[src/hdl/htw_fifo.sv]
module htw_fifo #(
    parameter int WIDTH = 8,
    parameter int DEPTH = 2
) (
    input  logic             i_clk,
    input  logic             i_rst_n,
    input  logic             i_push,
    input  logic [WIDTH-1:0] i_data,
    output logic             o_full,
    input  logic             i_pop,
    output logic [WIDTH-1:0] o_data,
    output logic             o_empty
);
    localparam int AW = (DEPTH > 1) ? $clog2(DEPTH) : 1;

    logic [WIDTH-1:0] r_mem [DEPTH];
    logic [AW-1:0]    r_wr;
    logic [AW-1:0]    r_rd;
    logic [AW:0]      r_cnt;
    logic             do_push;
    logic             do_pop;

    assign o_full  = (r_cnt == (AW+1)'(DEPTH));
    assign o_empty = (r_cnt == '0);
    assign o_data  = r_mem[r_rd];
    assign do_push = i_push && !o_full;
    assign do_pop  = i_pop && !o_empty;

    always_ff @(posedge i_clk) begin
        if (do_push) begin
            r_mem[r_wr] <= i_data;
        end
    end

    always_ff @(posedge i_clk) begin
        if (!i_rst_n) begin
            r_wr  <= '0;
            r_rd  <= '0;
            r_cnt <= '0;
        end else begin
            if (do_push) begin
                r_wr <= (r_wr == AW'(DEPTH-1)) ? '0 : r_wr + 1'b1;
            end
            if (do_pop) begin
                r_rd <= (r_rd == AW'(DEPTH-1)) ? '0 : r_rd + 1'b1;
            end
            if (do_push && !do_pop) begin
                r_cnt <= r_cnt + 1'b1;
            end else if (do_pop && !do_push) begin
                r_cnt <= r_cnt - 1'b1;
            end
        end
    end
endmodule

[config.mk]
export PLATFORM = sky130hd
export DESIGN_NAME = htw_fifo
export DESIGN_NICKNAME = d
export VERILOG_FILES = /design/src/hdl/htw_fifo.sv
export SDC_FILE = /design/constraint.sdc
export NUM_CORES = 1
export LEC_CHECK = 0
export BUFFER_PORTS_ARGS = -buffer_cell sky130_fd_sc_hd__buf_2
export CORE_MARGIN = 10
export CORE_UTILIZATION = 49
export DETAILED_ROUTE_END_ITERATION = 6
export PLACE_DENSITY = 0.75
export SYNTH_ARGS = -nofsm -noshare
export SYNTH_HDL_FRONTEND = slang
export SYNTH_SLANG_ARGS = --single-unit
[constraint.sdc]
create_clock -name i_clk -period 1.9 [get_ports i_clk]
set_input_delay 0.095 -clock i_clk [delete_from_list [all_inputs] [get_ports i_clk]]
set_output_delay 0.095 -clock i_clk [all_outputs]
set_load 0.05 [all_outputs]
==> out/results.ini <==
[run_status]
outcome = finished, final reports clean

[power_and_ir_drop]
total_power_mw = 1.50
power.density_nw_per_um2 = 1430
power.switching_mw = 0.615
comb_power_share_pct = 43.4
clkPwrFrac_pct = 13.5
power_leakage_nw = 0.425
p_sw_share_pct = 40.9
seq_power_share_pct = 43.2
ir_worst_vdd_v = 0.000757
intPower_mw = 0.888

[die]
dieHeight_um = 60.6
die_w_um = 60.6
pin_count = 22
fp.dieArea_um2 = 3680
row_count = 14
initial_core_util_pct = 52.5
core_um2 = 1540

[logic_synthesis]
avgSynthCellArea_um2 = 16.2
syn-num-nets = 63
synth.area.mux_share_pct = 11.1
synth_top_family_by_area = multiplexers
synth.top_cell.area_share_pct = 59.4
yosys_warnings = 0
synth_area_leaders = edfxtp_1, dfxtp_1, mux2_2
ys_types = 20
synthesis.area_um2 = 810
seq_area_frac_synth_pct = 71.7
synth_simple_gate_area_share_pct = 6.80
synth_xor_xnor_area_share_pct = 3.25
synth_compound_area_share_pct = 4.02
netlist_instances = 50
yosysTopAreaCell = edfxtp_1
ys_seq_elements = 21
synthAdderAreaFrac_pct = 1.55

[sta]
finalSetupViolations = 0
maxSlewViolCount = 0
period_share_pct = 84.6
relSlewSlack_pct = 74.6
finClkSkew_ps = 7.26
fin_setup_tns_ps = 0
tightest_slew_ps = 380
min_period_ps = 1610
setup_ws_ps = 293
fmax_ghz = 0.622
whs_ps = 41.9
rsz0062_at_grt = false
hold_viol_final = 0

[drt]
viasPerCell = 5.03
antenna_left = 0
drt_wl_total_mm = 1.37
dr.first_iter.drc_count = 17
drc = 0
route.vias.total = 503
wl_per_cell_um = 13.7
first_pass_iters = 4

[setup_path]
cp_data_required_time_ps = 2120
critPathKind = reg2reg
startpoint = r_cnt[0]$_SDFFE_PN0P_
r2r_end = r_cnt[1]$_SDFFE_PN0P_
worst-r2r-setup-slack_ps = 290
critPathCaptureType = flip-flop
crit_path_end = r_cnt[1]$_SDFFE_PN0P_
reg2reg_depth = 6
critPathArrivalTime_ps = 1830
worstSetupStartpointType = flip-flop
r2r_start = r_cnt[0]$_SDFFE_PN0P_
critPathMaxFanout = 5

[layout]
ff_latch_area_um2 = 581
num-fill-cells = 121
final_area_um2 = 1050
multi_input_area_um2 = 216
area_growth_pct = 30.0
insertedDiodeCount = 0
layout.nets = 98
stdcell_count = 100
drive_gt1_share_pct = 44.0
final_util_pct = 68.3

[hold_path]
hold_class = in2reg
holdCritStartpoint = i_rst_n

[clock_tree]
clk_root_buffer_cell = clkbuf_4
cts_max_level = 1
cts_tree = done
clk_latency_ps = 290
cts_setup_buffers = 0
numCtsBuffers = 3
cts_buffer_depth = 2
cts_resized = 0
clock_sinks = 21
cts.clk_slew.worst_paths_ps = 110
cts_hold_buf = 8

[placement]
place_hpwl_mm = 1.03
portBuffers = 21
globalplace.congestion = 0.680
pre_cts_ws_ps = 307
place_inst = 88
place_area_um2 = 945

[global_route]
track_usage_pct = 8.17
busiest_layer = met2
grt_pass1_wl_mm = 2.28
met2_usage_pct = 13.5
grt_use_met3_pct = 3.76
grt-ovfl-total = 0
grt_util_met1_pct = 8.66
grt_pass1_vias = 550
antenna_found_initial = 0
grt_max_degree = 13

[flow_run]
maxCapViolCount = 0

## registers in the layout, summed over array words and instances (netlist names), named ones only
signal	count
r_rd	1
r_cnt	2
r_mem	16
r_wr	1
## cell type report
type	instances	area share (%)
timing repair buffer	31	19.0
tap	16	1.90
sequential	21	55.2
inverter	2	0.713
clock buffer	3	2.14
clock inverter	1	0.476
multi-input combinational	26	20.6
## layer usage
layer  share of wire [%]  vias up
li1                    -      255
met1                  43      234
met2                  48       12
met3                 8.2        2
met4                0.58        0
met5                   0        -
## cells by family after synthesis
logic type / count (synthesis)
compound gates: 5
simple gates: 9
xor+xnor: 3
buf+inv: 3
fa+ha+maj: 1
flops: 21
mux: 8
## cells in the mapped netlist
library cell   n
ha_1           1
nand2b_1       1
nor2_1         2
o21ai_0        1
o21ai_1        1
a21boi_0       1
mux2_2         8
edfxtp_1      16
or3_1          1
dfxtp_1        5
o21a_1         1
xor2_1         1
nor3_2         1
inv_2          1
and3_1         1
and2_1         3
a21boi_1       1
buf_2          1
xnor2_1        2
inv_1          1
## power by group through the flow
stage | Combinational, mW | Sequential [mW] | Clock, mW
2_1_floorplan | 0.532 | 0.626 | 0
3_3_place_gp | 0.637 | 0.654 | 0
3_5_place_dp | 0.648 | 0.659 | 0
4_1_cts | 0.662 | 0.651 | 0.213
5_1_grt | 0.694 | 0.661 | 0.227
6_report | 0.652 | 0.649 | 0.203
## critical path, cell delays in order (launching register included)
cell and delay, ps:
dfxtp_1 440, nand2b_1 180, inv_2 60, nor2_1 90, ha_1 260, or3_1 360, a21boi_1 160
## placed cells by master, fill, tap and decap left out, types with 2 or more instances in the layout
cell type	n
buf_4	2
dlygate4sd3_1	8
and2_1	3
mux2_2	8
dfxtp_1	5
buf_2	21
edfxtp_1	16
clkbuf_4	3
xnor2_1	2
nor2_1	2
## worst min-delay path by stage
stage / slack (ps) / depth (start not counted) / end
6_report: 40 / 2 / r_wr$_SDFFE_PN0N_
3_3_place_gp: 280 / 1 / r_mem[1][6]$_DFFE_PP_
4_1_cts: 40 / 2 / r_wr$_SDFFE_PN0N_
3_5_place_dp: 290 / 1 / r_mem[1][7]$_DFFE_PP_
2_1_floorplan: 190 / 0 / r_mem[0][0]$_DFFE_PP_
5_1_grt: 60 / 2 / r_wr$_SDFFE_PN0N_
No activity file was read; power rests on OpenSTA's default activity.
