===== src/hdl/htw_pkg.sv =====
package htw_pkg;

    localparam int TASK_W    = 16;
    localparam int DELAY_W   = 24;
    localparam int TIME_W    = 32;
    localparam int PERIOD_W  = 10;
    localparam int NSLOT_W   = 8;
    localparam int ELAPSED_W = 24;
    localparam int CFG_IDX_W = 1;
    localparam int CFG_DAT_W = 10;

    localparam logic [PERIOD_W-1:0] PERIOD_RESET = 10'd10;
    localparam logic [NSLOT_W-1:0]  NSLOT_RESET  = 8'd100;
    localparam logic [ELAPSED_W-1:0] ELAPSED_MAX = 24'hFFFFFF;

    typedef enum logic {
        OP_ADD  = 1'b0,
        OP_TICK = 1'b1
    } t_op;

    typedef enum logic {
        ST_EXPIRED  = 1'b0,
        ST_REJECTED = 1'b1
    } t_status;

    typedef enum logic [CFG_IDX_W-1:0] {
        CFG_TICK_PERIOD = 1'b0,
        CFG_SLOT_COUNT  = 1'b1
    } t_cfg_idx;

    typedef enum logic [1:0] {
        F_IDLE,
        F_DIV,
        F_SEND
    } t_front_state;

    typedef enum logic [2:0] {
        B_CLEAR,
        B_IDLE,
        B_ROW,
        B_REJ,
        B_SCAN,
        B_CHK,
        B_END
    } t_back_state;

    // classified request handed from front to back
    typedef struct packed {
        t_op                 op;
        logic [TASK_W-1:0]   task_id;
        logic [DELAY_W-1:0]  delay;
        logic                wants;
        logic [NSLOT_W-1:0]  qmod;
    } t_cmd;

    typedef struct packed {
        t_status               status;
        logic [TASK_W-1:0]     task_id;
        logic [ELAPSED_W-1:0]  elapsed;
        logic                  last;
    } t_res;

    typedef struct packed {
        logic [TIME_W-1:0]  deadline;
        logic [TIME_W-1:0]  insert_time;
        logic [TASK_W-1:0]  task_id;
        logic               wants;
    } t_entry;

endpackage


===== src/hdl/htw_front.sv =====
module htw_front (
    input  logic                           i_clk,
    input  logic                           i_rst_n,
    input  logic                           i_take,
    input  htw_pkg::t_op                   i_op,
    input  logic [htw_pkg::TASK_W-1:0]     i_task_id,
    input  logic [htw_pkg::DELAY_W-1:0]    i_delay,
    input  logic                           i_wants,
    output logic                           o_busy,
    input  logic [htw_pkg::PERIOD_W-1:0]   i_period,
    input  logic [htw_pkg::NSLOT_W-1:0]    i_nslots,
    output logic                           o_cmd_push,
    output htw_pkg::t_cmd                  o_cmd,
    input  logic                           i_cmd_full
);
    import htw_pkg::*;

    localparam int CNT_W = $clog2(DELAY_W);

    t_front_state          r_state;
    t_front_state          n_state;
    t_cmd                  r_cmd;
    logic [DELAY_W-1:0]    r_dvd;
    logic [PERIOD_W-1:0]   r_rem;
    logic [NSLOT_W-1:0]    r_qm;
    logic [CNT_W-1:0]      r_cnt;

    logic [PERIOD_W:0]     trial;
    logic                  qbit;
    logic [PERIOD_W-1:0]   n_rem;
    logic [NSLOT_W:0]      q2;
    logic [NSLOT_W-1:0]    n_qm;

    // one quotient bit per cycle, quotient kept modulo slot count
    always_comb begin
        trial = {r_rem, r_dvd[DELAY_W-1]};
        qbit  = (trial >= {1'b0, i_period});
        n_rem = qbit ? PERIOD_W'(trial - {1'b0, i_period}) : PERIOD_W'(trial);
        q2    = {r_qm, qbit};
        n_qm  = (q2 >= {1'b0, i_nslots}) ? NSLOT_W'(q2 - {1'b0, i_nslots})
                                         : NSLOT_W'(q2);
    end

    always_comb begin
        n_state    = r_state;
        o_cmd_push = 1'b0;
        o_cmd      = r_cmd;
        o_cmd.qmod = r_qm;
        unique case (r_state)
            F_IDLE: begin
                if (i_take) begin
                    n_state = (i_op == OP_ADD) ? F_DIV : F_SEND;
                end
            end
            F_DIV: begin
                if (r_cnt == CNT_W'(DELAY_W-1)) begin
                    n_state = F_SEND;
                end
            end
            F_SEND: begin
                if (!i_cmd_full) begin
                    o_cmd_push = 1'b1;
                    n_state    = F_IDLE;
                end
            end
            default: n_state = F_IDLE;
        endcase
    end

    assign o_busy = (r_state != F_IDLE);

    always_ff @(posedge i_clk) begin
        if (!i_rst_n) begin
            r_state <= F_IDLE;
        end else begin
            r_state <= n_state;
        end
    end

    always_ff @(posedge i_clk) begin
        if (r_state == F_IDLE && i_take) begin
            r_cmd.op      <= i_op;
            r_cmd.task_id <= i_task_id;
            r_cmd.delay   <= i_delay;
            r_cmd.wants   <= i_wants;
            r_cmd.qmod    <= '0;
            r_dvd         <= i_delay;
            r_rem         <= '0;
            r_qm          <= '0;
            r_cnt         <= '0;
        end else if (r_state == F_DIV) begin
            r_dvd <= {r_dvd[DELAY_W-2:0], 1'b0};
            r_rem <= n_rem;
            r_qm  <= n_qm;
            r_cnt <= r_cnt + 1'b1;
        end
    end
endmodule


===== config.mk =====
export PLATFORM = sky130hd
export DESIGN_NAME = htw_front
export DESIGN_NICKNAME = d
export VERILOG_FILES = /design/src/hdl/htw_pkg.sv /design/src/hdl/htw_front.sv
export SDC_FILE = /design/constraint.sdc
export NUM_CORES = 1
export LEC_CHECK = 0
export ABC_AREA = 1
export BUFFER_PORTS_ARGS = -buffer_cell sky130_fd_sc_hd__buf_2
export CORE_ASPECT_RATIO = 0.9
export CORE_MARGIN = 5
export CORE_UTILIZATION = 45
export DETAILED_ROUTE_END_ITERATION = 6
export GPL_ROUTABILITY_DRIVEN = 0
export GPL_TIMING_DRIVEN = 0
export PLACE_DENSITY = 0.81
export SLEW_MARGIN = 5
export SYNTH_ARGS = -nofsm -noshare
export SYNTH_HDL_FRONTEND = slang
export SYNTH_SLANG_ARGS = --single-unit

===== constraint.sdc =====
create_clock -name i_clk -period 4.8 [get_ports i_clk]
set_clock_uncertainty 0.2 [all_clocks]
set_input_delay 0.72 -clock i_clk [delete_from_list [all_inputs] [get_ports i_clk]]
set_output_delay 0.72 -clock i_clk [all_outputs]
set_load 0.01 [all_outputs]

==> flow_summary.json, run 1 <==
{
  "synth_xor_area_frac": 0.0155,
  "tns_ps": 0,
  "synthDistinctLibCells": 32,
  "drtPass1Iterations": 5,
  "ctsResizeCount": 0,
  "vias": 3748,
  "hold_path.class": "reg2reg",
  "crit_family": "simple AND/OR/NAND/NOR gates",
  "grt_usage": 0.169,
  "cp.required_ps": 4860,
  "die_w_um": 116,
  "wl_per_cell_um": 13.0,
  "setup_viol": 0,
  "critPathCaptureType": "flop",
  "hold_viol": 0,
  "use_met1": 0.201,
  "via_per_inst": 4.82,
  "crit_top_cell": "nand2_1",
  "ctsHoldBuffers": 0,
  "clockBufferDepth": 2,
  "cts_root_buf": "clkbuf_8",
  "arrival_ps": 3240,
  "startpoint_type": "primary input",
  "slew_headroom": 0.393,
  "syn_area_per_cell_um2": 8.70,
  "synthAdderAreaFrac": 0.0642,
  "grt_pass1_vias": 3748,
  "h-tree-depth": 3,
  "drc": 0,
  "core_area_um2": 9740,
  "cp_max_fo": 11,
  "top_usage_layer": "met2",
  "hpwl_um": 7660,
  "synth_cells": 520,
  "reg2reg_from": "r_rem[8]$_SDFFE_PP0P_",
  "final_cell_mix": "nand2_1 (212), buf_2 (118), inv_1 (79)",
  "dieHeight_um": 105,
  "crit_cells": 21,
  "use_met2": 0.288,
  "period_share": 0.663,
  "cellPowerDensity_nw_per_um2": 362,
  "clkSinkCount": 91,
  "status": "finished, final reports clean",
  "synth_top_cell_by_area": "edfxtp_1",
  "ys_seq_area_frac": 0.549,
  "power_leakage_nw": 2.84,
  "ir_drop_mv": 0.218,
  "met3_usage": 0.0601,
  "fmax_mhz": 314,
  "cts_made_buffers": 9,
  "grt_max_degree": 52,
  "synth_top_area_frac": 0.438,
  "drive_gt1_frac": 0.229,
  "crit_chain": "buf_2 > inv_1 > ha_1 > inv_1 > nor2_1 > nand2_1 > nor2_1 > nand2_1 > nand3_2 > nor2_4 > buf_6 > ha_1 > fa_1 > inv_1 > nand4_1 > nand3_1 > nand2_1 > nand2_1 > nand2_1 > nand3_1 > nand2_1",
  "yosys_register_bits": 91,
  "grt_overflow": 0,
  "synth_area_um2": 4520,
  "synth-compound-area-share": 0.0199,
  "crit_start": "i_period[9]",
  "antennaDiodeCount": 0,
  "finalNetCount": 732,
  "drv_slew": 0,
  "path_buf_inv": 5,
  "rsz0062_at_grt": "false",
  "final_common_cell": "nand2_1",
  "rows": 34,
  "insertion_delay_ps": 370,
  "io_pins": 116,
  "r2r-end": "r_qm[6]$_SDFFE_PP0P_",
  "muxShareOfSynthArea": 0,
  "worst_pin_slew_ps": 910,
  "syn_to_final_growth_pct": 21.0,
  "synth_nets": 606,
  "synthSimpleGateAreaFrac": 0.271,
  "drt_wl_total_um": 10100,
  "synth.area.top_cells": "edfxtp_1 (44%), nand2_1 (18%), dfxtp_1 (11%)",
  "worstRegToRegCells": 19,
  "critPathKind": "in2reg",
  "maxCapViolations": 0,
  "worst_path_max_delay_cell": "fa_1",
  "r2r_slack_ps": 1740,
  "antenna_found_initial": 1,
  "port_buffers": 115,
  "cts_setup_buffers": 0,
  "synth_top_family_by_area": "simple AND/OR/NAND/NOR gates",
  "drt_iter0_markers": 276,
  "period_needed_ps": 3180,
  "grt_pass1_wl_um": 16700,
  "antenna_left": 0,
  "fillers": 891,
  "clk_pin_slew_worst_paths_ps": 100,
  "dieArea_um2": 12200,
  "whs_ps": 277,
  "start_util": 0.464,
  "slowest_delay_ps": 410,
  "cts_tree": "built",
  "ys_warn_count": 0,
  "critical_path.endpoint": "r_qm[6]$_SDFFE_PP0P_"
}
==> worst min-delay path, delay by kind of cell (launching register included) <==
kind,cells,cell delay [ps]
DFF,1,340
and+or+nand+nor,2,100
==> routing by layer <==
| metal | share of wire | vias up |
|---|---|---|
| met5 | 0.0013 | - |
| met4 | 0.013 | 2 |
| met3 | 0.068 | 16 |
| met2 | 0.50 | 121 |
| met1 | 0.41 | 1708 |
| li1 | - | 1901 |
==> power by group <==
group	total (mW)	internal (mW)	switching, mW
Combinational	0.416	0.147	0.268
Sequential	1.01	0.976	0.0365
Clock	0.553	0.255	0.298
Total	1.98	1.38	0.603
==> layout make-up <==
cell class                      instances  area (um^2)  area share
Buffer                                 10         63.8      0.0117
Clock buffer                            9          124      0.0226
Clock inverter                          7         92.6      0.0169
Inverter                               80          300      0.0549
Multi-Input combinational cell        339         1680       0.306
Sequential cell                        91         2480       0.454
Tap cell                              126          158      0.0288
Timing Repair Buffer                  115          576       0.105
==> metrics by stage <==
step	worst slack [ps]	power, mW	std cells	instance area (um^2)	util
after detailed placement	1250	1.45	761	5260	0.540
after global routing	1490	2.11	777	5470	0.562
after CTS	1640	2.01	777	5470	0.562
final	1620	1.98	777	5470	0.562
after global placement	1410	1.43	761	5260	0.540
after floorplan	1690	1.30	520	4520	-
==> sequential cells by signal, indices dropped and copies added, names as in the netlist <==
register / cells
r_cnt: 5
o_cmd: 42
r_state: 2
r_dvd: 24
r_rem: 10
r_qm: 8
==> how the worst min path moves through the flow <==
stage	slack (ps)	to	cells past startpoint	start
after floorplan	250	r_rem[0]$_SDFFE_PP0P_	2	r_rem[0]$_SDFFE_PP0P_
after global placement	260	r_rem[7]$_SDFFE_PP0P_	2	r_rem[7]$_SDFFE_PP0P_
after detailed placement	260	r_rem[6]$_SDFFE_PP0P_	2	r_rem[6]$_SDFFE_PP0P_
after CTS	280	r_rem[6]$_SDFFE_PP0P_	2	r_rem[6]$_SDFFE_PP0P_
after global routing	290	o_cmd[33]$_DFFE_PP_	1	i_task_id[0]
final	280	r_rem[6]$_SDFFE_PP0P_	2	r_rem[6]$_SDFFE_PP0P_
==> kinds of logic (layout without fill, tap and decap cells) <==
| logic type | after synthesis | after routing |
|---|---|---|
| DFF | 91 | 91 |
| buffers and inverters | 90 | 221 |
| and+or+nand+nor | 294 | 294 |
| adders and majority gates | 22 | 22 |
| AOI/OAI and AO/OA | 15 | 15 |
| xor gates and xnor gates | 8 | 8 |
==> synth_stat cells, drive strengths merged <==
library cell and count:
and3 1, edfxtp 66, nand3 37, a21oi 9, a31oi 1, nand4 7
dfxtp 25, xnor2 3, clkbuf 2, xor2 5, nand2 213, fa 2
nor2 26, inv 80, a22o 1, nor3b 1, buf 8, o21ai 3
ha 20, nand3b 1, nor3 5, o21bai 1, or2 3
(Power assumes the default switching activity.)
==> run 2, diff against run 1 <==
- PLACE_DENSITY: 0.81 -> 0.83
- clock period: 4.8 -> 2.5 ns (I/O delays scaled with it)
==> flow_summary.json, run 2 (synthesized netlist as in run 1, its figures left out) <==
{
  "core_area_um2": 9740,
  "cp.required_ps": 2550,
  "h-tree-depth": 3,
  "port_buffers": 115,
  "pwr-share-seq": 0.482,
  "drc": 0,
  "hold_path.class": "in2reg",
  "drt_wl_total_um": 11300,
  "r2r_slack_ps": -80,
  "worst_pin_slew_ps": 609,
  "period_needed_ps": 2580,
  "min-delay-start": "i_delay[3]",
  "p_clk_frac": 0.278,
  "final_cell_mix": "nand2_1 (196), buf_2 (118), inv_1 (69)",
  "wl_per_cell_um": 13.5,
  "hold_path_depth": 1,
  "dieArea_um2": 12200,
  "io_pins": 116,
  "fmax_mhz": 388,
  "cellPowerDensity_nw_per_um2": 639,
  "drv_slew": 0,
  "p_comb_frac": 0.240,
  "whs_ps": 26.5,
  "fin_ws_ps": -78.5,
  "drive_gt1_frac": 0.317,
  "path_buf_inv": 1,
  "worst_path_max_delay_cell": "dfxtp_4",
  "crit_chain": "ha_4 > nand2_2 > nand2_4 > a21oi_4 > nand3_2 > nor2_4 > ha_4 > nand2_1 > nor2_1 > nand4_1 > inv_2 > nor2_4 > nand2_1 > nand3_1 > nand2_1",
  "crit_top_cell": "nand2_1",
  "antennaDiodeCount": 0,
  "grt_overflow": 0,
  "via_per_inst": 4.74,
  "startpoint_type": "flop",
  "largest_reg_flops": 42,
  "grt_usage": 0.183,
  "switching_share": 0.297,
  "slew_headroom": 0.594,
  "clk_pin_slew_worst_paths_ps": 90,
  "crit_family": "simple AND/OR/NAND/NOR gates",
  "clockBufferDepth": 2,
  "ir_drop_mv": 0.401,
  "rsz0062_at_grt": "true",
  "hpwl_um": 7420,
  "finalPower_mw": 4.04,
  "period_share": 1.03,
  "syn_to_final_growth_pct": 39.8,
  "min_to": "o_cmd[12]$_DFFE_PP_",
  "critPathCaptureType": "flop",
  "grt_pass1_vias": 3942,
  "drt_iter0_markers": 161,
  "drtPass1Iterations": 5,
  "dieHeight_um": 105,
  "finalNetCount": 794,
  "hold_viol": 0,
  "insertion_delay_ps": 360,
  "cts_tree": "built",
  "switching_power_mw": 1.20,
  "antenna_left": 0,
  "antenna_found_initial": 0,
  "setup_viol": 8,
  "final_common_cell": "nand2_1",
  "reg2reg_from": "r_rem[7]$_SDFFE_PP0P_",
  "r2r-end": "r_qm[1]$_SDFFE_PP0P_",
  "status": "finished, violations left",
  "pre_cts_ws_ps": -495,
  "violations": "negative setup slack",
  "crit_cells": 15,
  "clkSinkCount": 91,
  "rows": 34,
  "cts_root_buf": "clkbuf_8",
  "die_w_um": 116,
  "slowest_delay_ps": 360,
  "cts_made_buffers": 9,
  "power_leakage_nw": 3.12,
  "cp_max_fo": 8,
  "worstRegToRegCells": 15,
  "p_int_mw": 2.84,
  "grt_pass1_wl_um": 18000,
  "grt_max_degree": 52,
  "vias": 3974,
  "arrival_ps": 2630,
  "maxCapViolations": 0,
  "critPathKind": "reg2reg",
  "start_util": 0.464
}
run 2: repair_timing:
action                     in CTS  in global routing
hold endpoints to repair       32                  6
cloned                          0                  1
setup endpoints to repair       8                 32
pin swaps                      28                 36
gates resized for setup        26                 25
hold buffers                   32                  6
buffers inserted               18                  6
run 2: power groups by stage:
stage	Sequential, mW	Combinational (mW)	Clock (mW)
2_1_floorplan	2.01	0.505	0
3_3_place_gp	1.97	0.794	0
3_5_place_dp	1.98	0.824	0
4_1_cts	1.95	0.914	1.15
5_1_grt	1.97	1.08	1.23
6_report	1.95	0.970	1.13
run 2: how the worst max path moves through the flow:
| stage | startpoint | endpoint | slack [ps] |
|---|---|---|---|
| floorplan | i_period[9] | r_qm[6]$_SDFFE_PP0P_ | -140 |
| global placement | i_period[9] | r_qm[6]$_SDFFE_PP0P_ | -420 |
| detailed placement | i_period[9] | r_qm[6]$_SDFFE_PP0P_ | -490 |
| CTS | r_rem[3]$_SDFFE_PP0P_ | r_qm[1]$_SDFFE_PP0P_ | -40 |
| global route | r_rem[8]$_SDFFE_PP0P_ | r_qm[1]$_SDFFE_PP0P_ | -200 |
| finish | r_rem[7]$_SDFFE_PP0P_ | r_qm[1]$_SDFFE_PP0P_ | -80 |
run 2: layer usage:
| metal | vias to the layer above | global-route usage | wire length, um |
|---|---|---|---|
| met2 | 107 | 0.312 | 5720 |
| met3 | 12 | 0.0630 | 756 |
| met1 | 1826 | 0.216 | 4690 |
| met4 | 0 | 0.0563 | 124 |
| met5 | - | 0 | 0 |
| li1 | 2029 | - | - |
run 2: cell type report:
class	instances	area [um^2]
repair inverters	1	7.51
repair buffers	177	1140
well taps	126	158
fillers	768	3420
clock buffers	10	128
multi-input cells	339	1940
flip-flops and latches	91	2490
plain buffers	9	52.6
clock inverters	6	96.3
inverters	80	314
run 2: metrics by stage:
step,TNS [ps],utilization,area (um^2),std cells
after floorplan,-246,-,4650,520
after global placement,-3070,0.553,5390,761
after detailed placement,-3580,0.553,5390,761
after CTS,-261,0.630,6130,827
after global routing,-1500,0.649,6320,839
final,-554,0.649,6320,839
run 2: worst reg2reg max path: stages, from the launching register on:
cell and delay, ps:
dfxtp_4 360, ha_4 270, nand2_2 80, nand2_4 70, a21oi_4 170, nand3_2 110
nor2_4 240, ha_4 240, nand2_1 50, nor2_1 40, nand4_1 150, inv_2 70
nor2_4 230, nand2_1 80, nand3_1 70, nand2_1 50
==> run 3, diff against run 2 <==
- ABC_AREA: 1 -> 0
- PLACE_DENSITY: 0.83 -> 0.71
==> flow_summary.json, run 3 <==
{
  "status": "finished, violations left",
  "violations": "negative setup slack",
  "period_share": 1.22,
  "worst_pin_slew_ps": 621,
  "drtPass1Iterations": 4,
  "die_w_um": 112,
  "grt_usage": 0.179,
  "antenna_left": 0,
  "synth_top_family_by_area": "simple AND/OR/NAND/NOR gates",
  "setup_viol": 8,
  "syn_area_per_cell_um2": 11.1,
  "rows": 33,
  "startpoint_type": "flop",
  "grt_overflow": 0,
  "drive_gt1_frac": 0.341,
  "finish.utilization": 0.644,
  "crit_family": "compound AO/OA/AOI/OAI gates",
  "power_leakage_nw": 2.46,
  "port_buffers": 115,
  "clkSinkCount": 91,
  "final_cell_mix": "buf_2 (115), nand2_1 (85), edfxtp_1 (66)",
  "io_pins": 116,
  "core_area_um2": 9130,
  "largest_reg_flops": 42,
  "dieHeight_um": 102,
  "drt_wl_total_um": 10200,
  "hold_viol": 0,
  "cp.required_ps": 2560,
  "synth_nets": 465,
  "yosys_register_bits": 91,
  "synth_edf_count": 66,
  "drc": 0,
  "ys.flop_type": "edfxtp_1",
  "maxCapViolations": 0,
  "critPathCaptureType": "flop",
  "finalNetCount": 644,
  "synth_cells": 379,
  "antenna_found_initial": 1,
  "clk_pin_slew_worst_paths_ps": 90,
  "cts_root_buf": "clkbuf_8",
  "h-tree-depth": 3,
  "final_common_cell": "buf_2",
  "grt_max_degree": 52,
  "synth_top_cell_by_area": "edfxtp_1",
  "crit_top_cell": "ha_4",
  "synth_top_area_frac": 0.472,
  "cellPowerDensity_nw_per_um2": 581,
  "ir_drop_mv": 0.425,
  "grt_pass1_vias": 3445,
  "critPathKind": "reg2reg",
  "synth_xor_area_frac": 0.0271,
  "wl_per_cell_um": 14.9,
  "synth_area_um2": 4200,
  "whs_ps": 14.9,
  "path_buf_inv": 1,
  "cts_tree": "built",
  "hold_path.class": "in2reg",
  "insertion_delay_ps": 350,
  "antennaDiodeCount": 0,
  "syn_to_final_growth_pct": 39.9,
  "hpwl_um": 6790,
  "cts_made_buffers": 9,
  "start_util": 0.460,
  "pre_cts_ws_ps": -1260,
  "tns_ps": -3750,
  "grt_pass1_wl_um": 16300,
  "dieArea_um2": 11400,
  "worst_path_max_delay_cell": "dfxtp_4",
  "slowest_delay_ps": 370,
  "slew_headroom": 0.586,
  "cp_max_fo": 5,
  "finalPower_mw": 3.41,
  "synth_common_cells": "nand2_1 (85), edfxtp_1 (66), dfxtp_1 (25), inv_1 (25), ha_1 (20)",
  "period_needed_ps": 3060,
  "synthDistinctLibCells": 47,
  "synth.area.top_cells": "edfxtp_1 (47%), dfxtp_1 (12%), nand2_1 (7.6%)",
  "muxShareOfSynthArea": 0.0286,
  "postSynth.asyncResetShare": 0,
  "arrival_ps": 3110,
  "ys_warn_count": 0,
  "ys_seq_area_frac": 0.591,
  "vias": 3387,
  "synthAdderAreaFrac": 0.0691,
  "fmax_mhz": 327,
  "via_per_inst": 4.94,
  "clockBufferDepth": 2,
  "fin_ws_ps": -557,
  "crit_chain": "ha_4 > o211ai_4 > a21oi_4 > o2111ai_4 > a41oi_4 > inv_4 > ha_4 > fa_2 > nor2b_4 > nor3_2 > o21bai_1 > a21oi_1 > xnor2_1 > a31o_2",
  "rsz0062_at_grt": "true",
  "synth-compound-area-share": 0.104,
  "synth.most_common_cell": "nand2_1",
  "drv_slew": 0,
  "drt_iter0_markers": 99,
  "synthSimpleGateAreaFrac": 0.147
}
[run 3: layout make-up]
cell class,count,area (um^2)
clock inverters,7,57.6
inverters,26,116
repair buffers,167,1060
clock buffers,9,124
flip-flops and latches,91,2490
well taps,122,153
multi-input cells,252,1820
plain buffers,10,41.3
repair inverters,1,7.51
fillers,736,3250
[run 3: what timing repair did]
item                                    CTS  global route
gates resized for setup                  21            12
hold buffers                             33             1
setup buffers                            10             8
endpoints found under the setup margin   83             9
pin swaps                                13            10
hold endpoints to repair                 33             1
cloned                                    1             0
[run 3: final timing paths]
kind | from | to | slack [ps] | cells after the start
setup / recovery | r_rem[3]$_SDFFE_PP0P_ | r_qm[6]$_SDFFE_PP0P_ | -560 | 14
hold / removal | i_delay[16] | o_cmd[25]$_DFFE_PP_ | 10 | 1
setup reg to reg | r_rem[3]$_SDFFE_PP0P_ | r_qm[6]$_SDFFE_PP0P_ | -560 | 14
hold reg to reg | r_cnt[1]$_SDFFE_PP0P_ | r_cnt[1]$_SDFFE_PP0P_ | 280 | 2
[run 3: logic make-up (layout without fill, tap and decap cells)]
kind of cell / count (synthesis) / in the layout
multiplexers: 12 / 12
AO/OA/AOI/OAI: 62 / 62
flip-flops: 91 / 91
XOR/XNOR: 13 / 13
adder cells (fa/ha/maj): 22 / 22
buffers and inverters: 36 / 220
AND/OR/NAND/NOR: 143 / 143
[run 3: power by group]
group	total, mW	switching, mW	internal, mW
Sequential	1.84	0.0464	1.80
Clock	0.928	0.550	0.378
Combinational	0.641	0.369	0.272
[run 3: metrics by stage]
step / area (um^2) / cells
5_1_grt: 5870 / 685
3_3_place_gp: 5070 / 616
3_5_place_dp: 5070 / 616
6_report: 5870 / 685
4_1_cts: 5740 / 676
2_1_floorplan: 4350 / 379
[run 3: layer usage]
layer  GRT usage  part of all wire
met5           0           0.00068
met4      0.0627             0.022
met3      0.0460             0.056
met2       0.318              0.50
met1       0.213              0.42
[run 3: worst register-to-register path, delay by kind of cell, from the launching register on]
| kind | cells | cell delay [ps] |
|---|---|---|
| AOI/OAI and AO/OA | 7 | 1120 |
| xor gates and xnor gates | 1 | 140 |
| adders and majority gates | 3 | 830 |
| buffers and inverters | 1 | 90 |
| DFF | 1 | 370 |
| and+or+nand+nor | 2 | 210 |
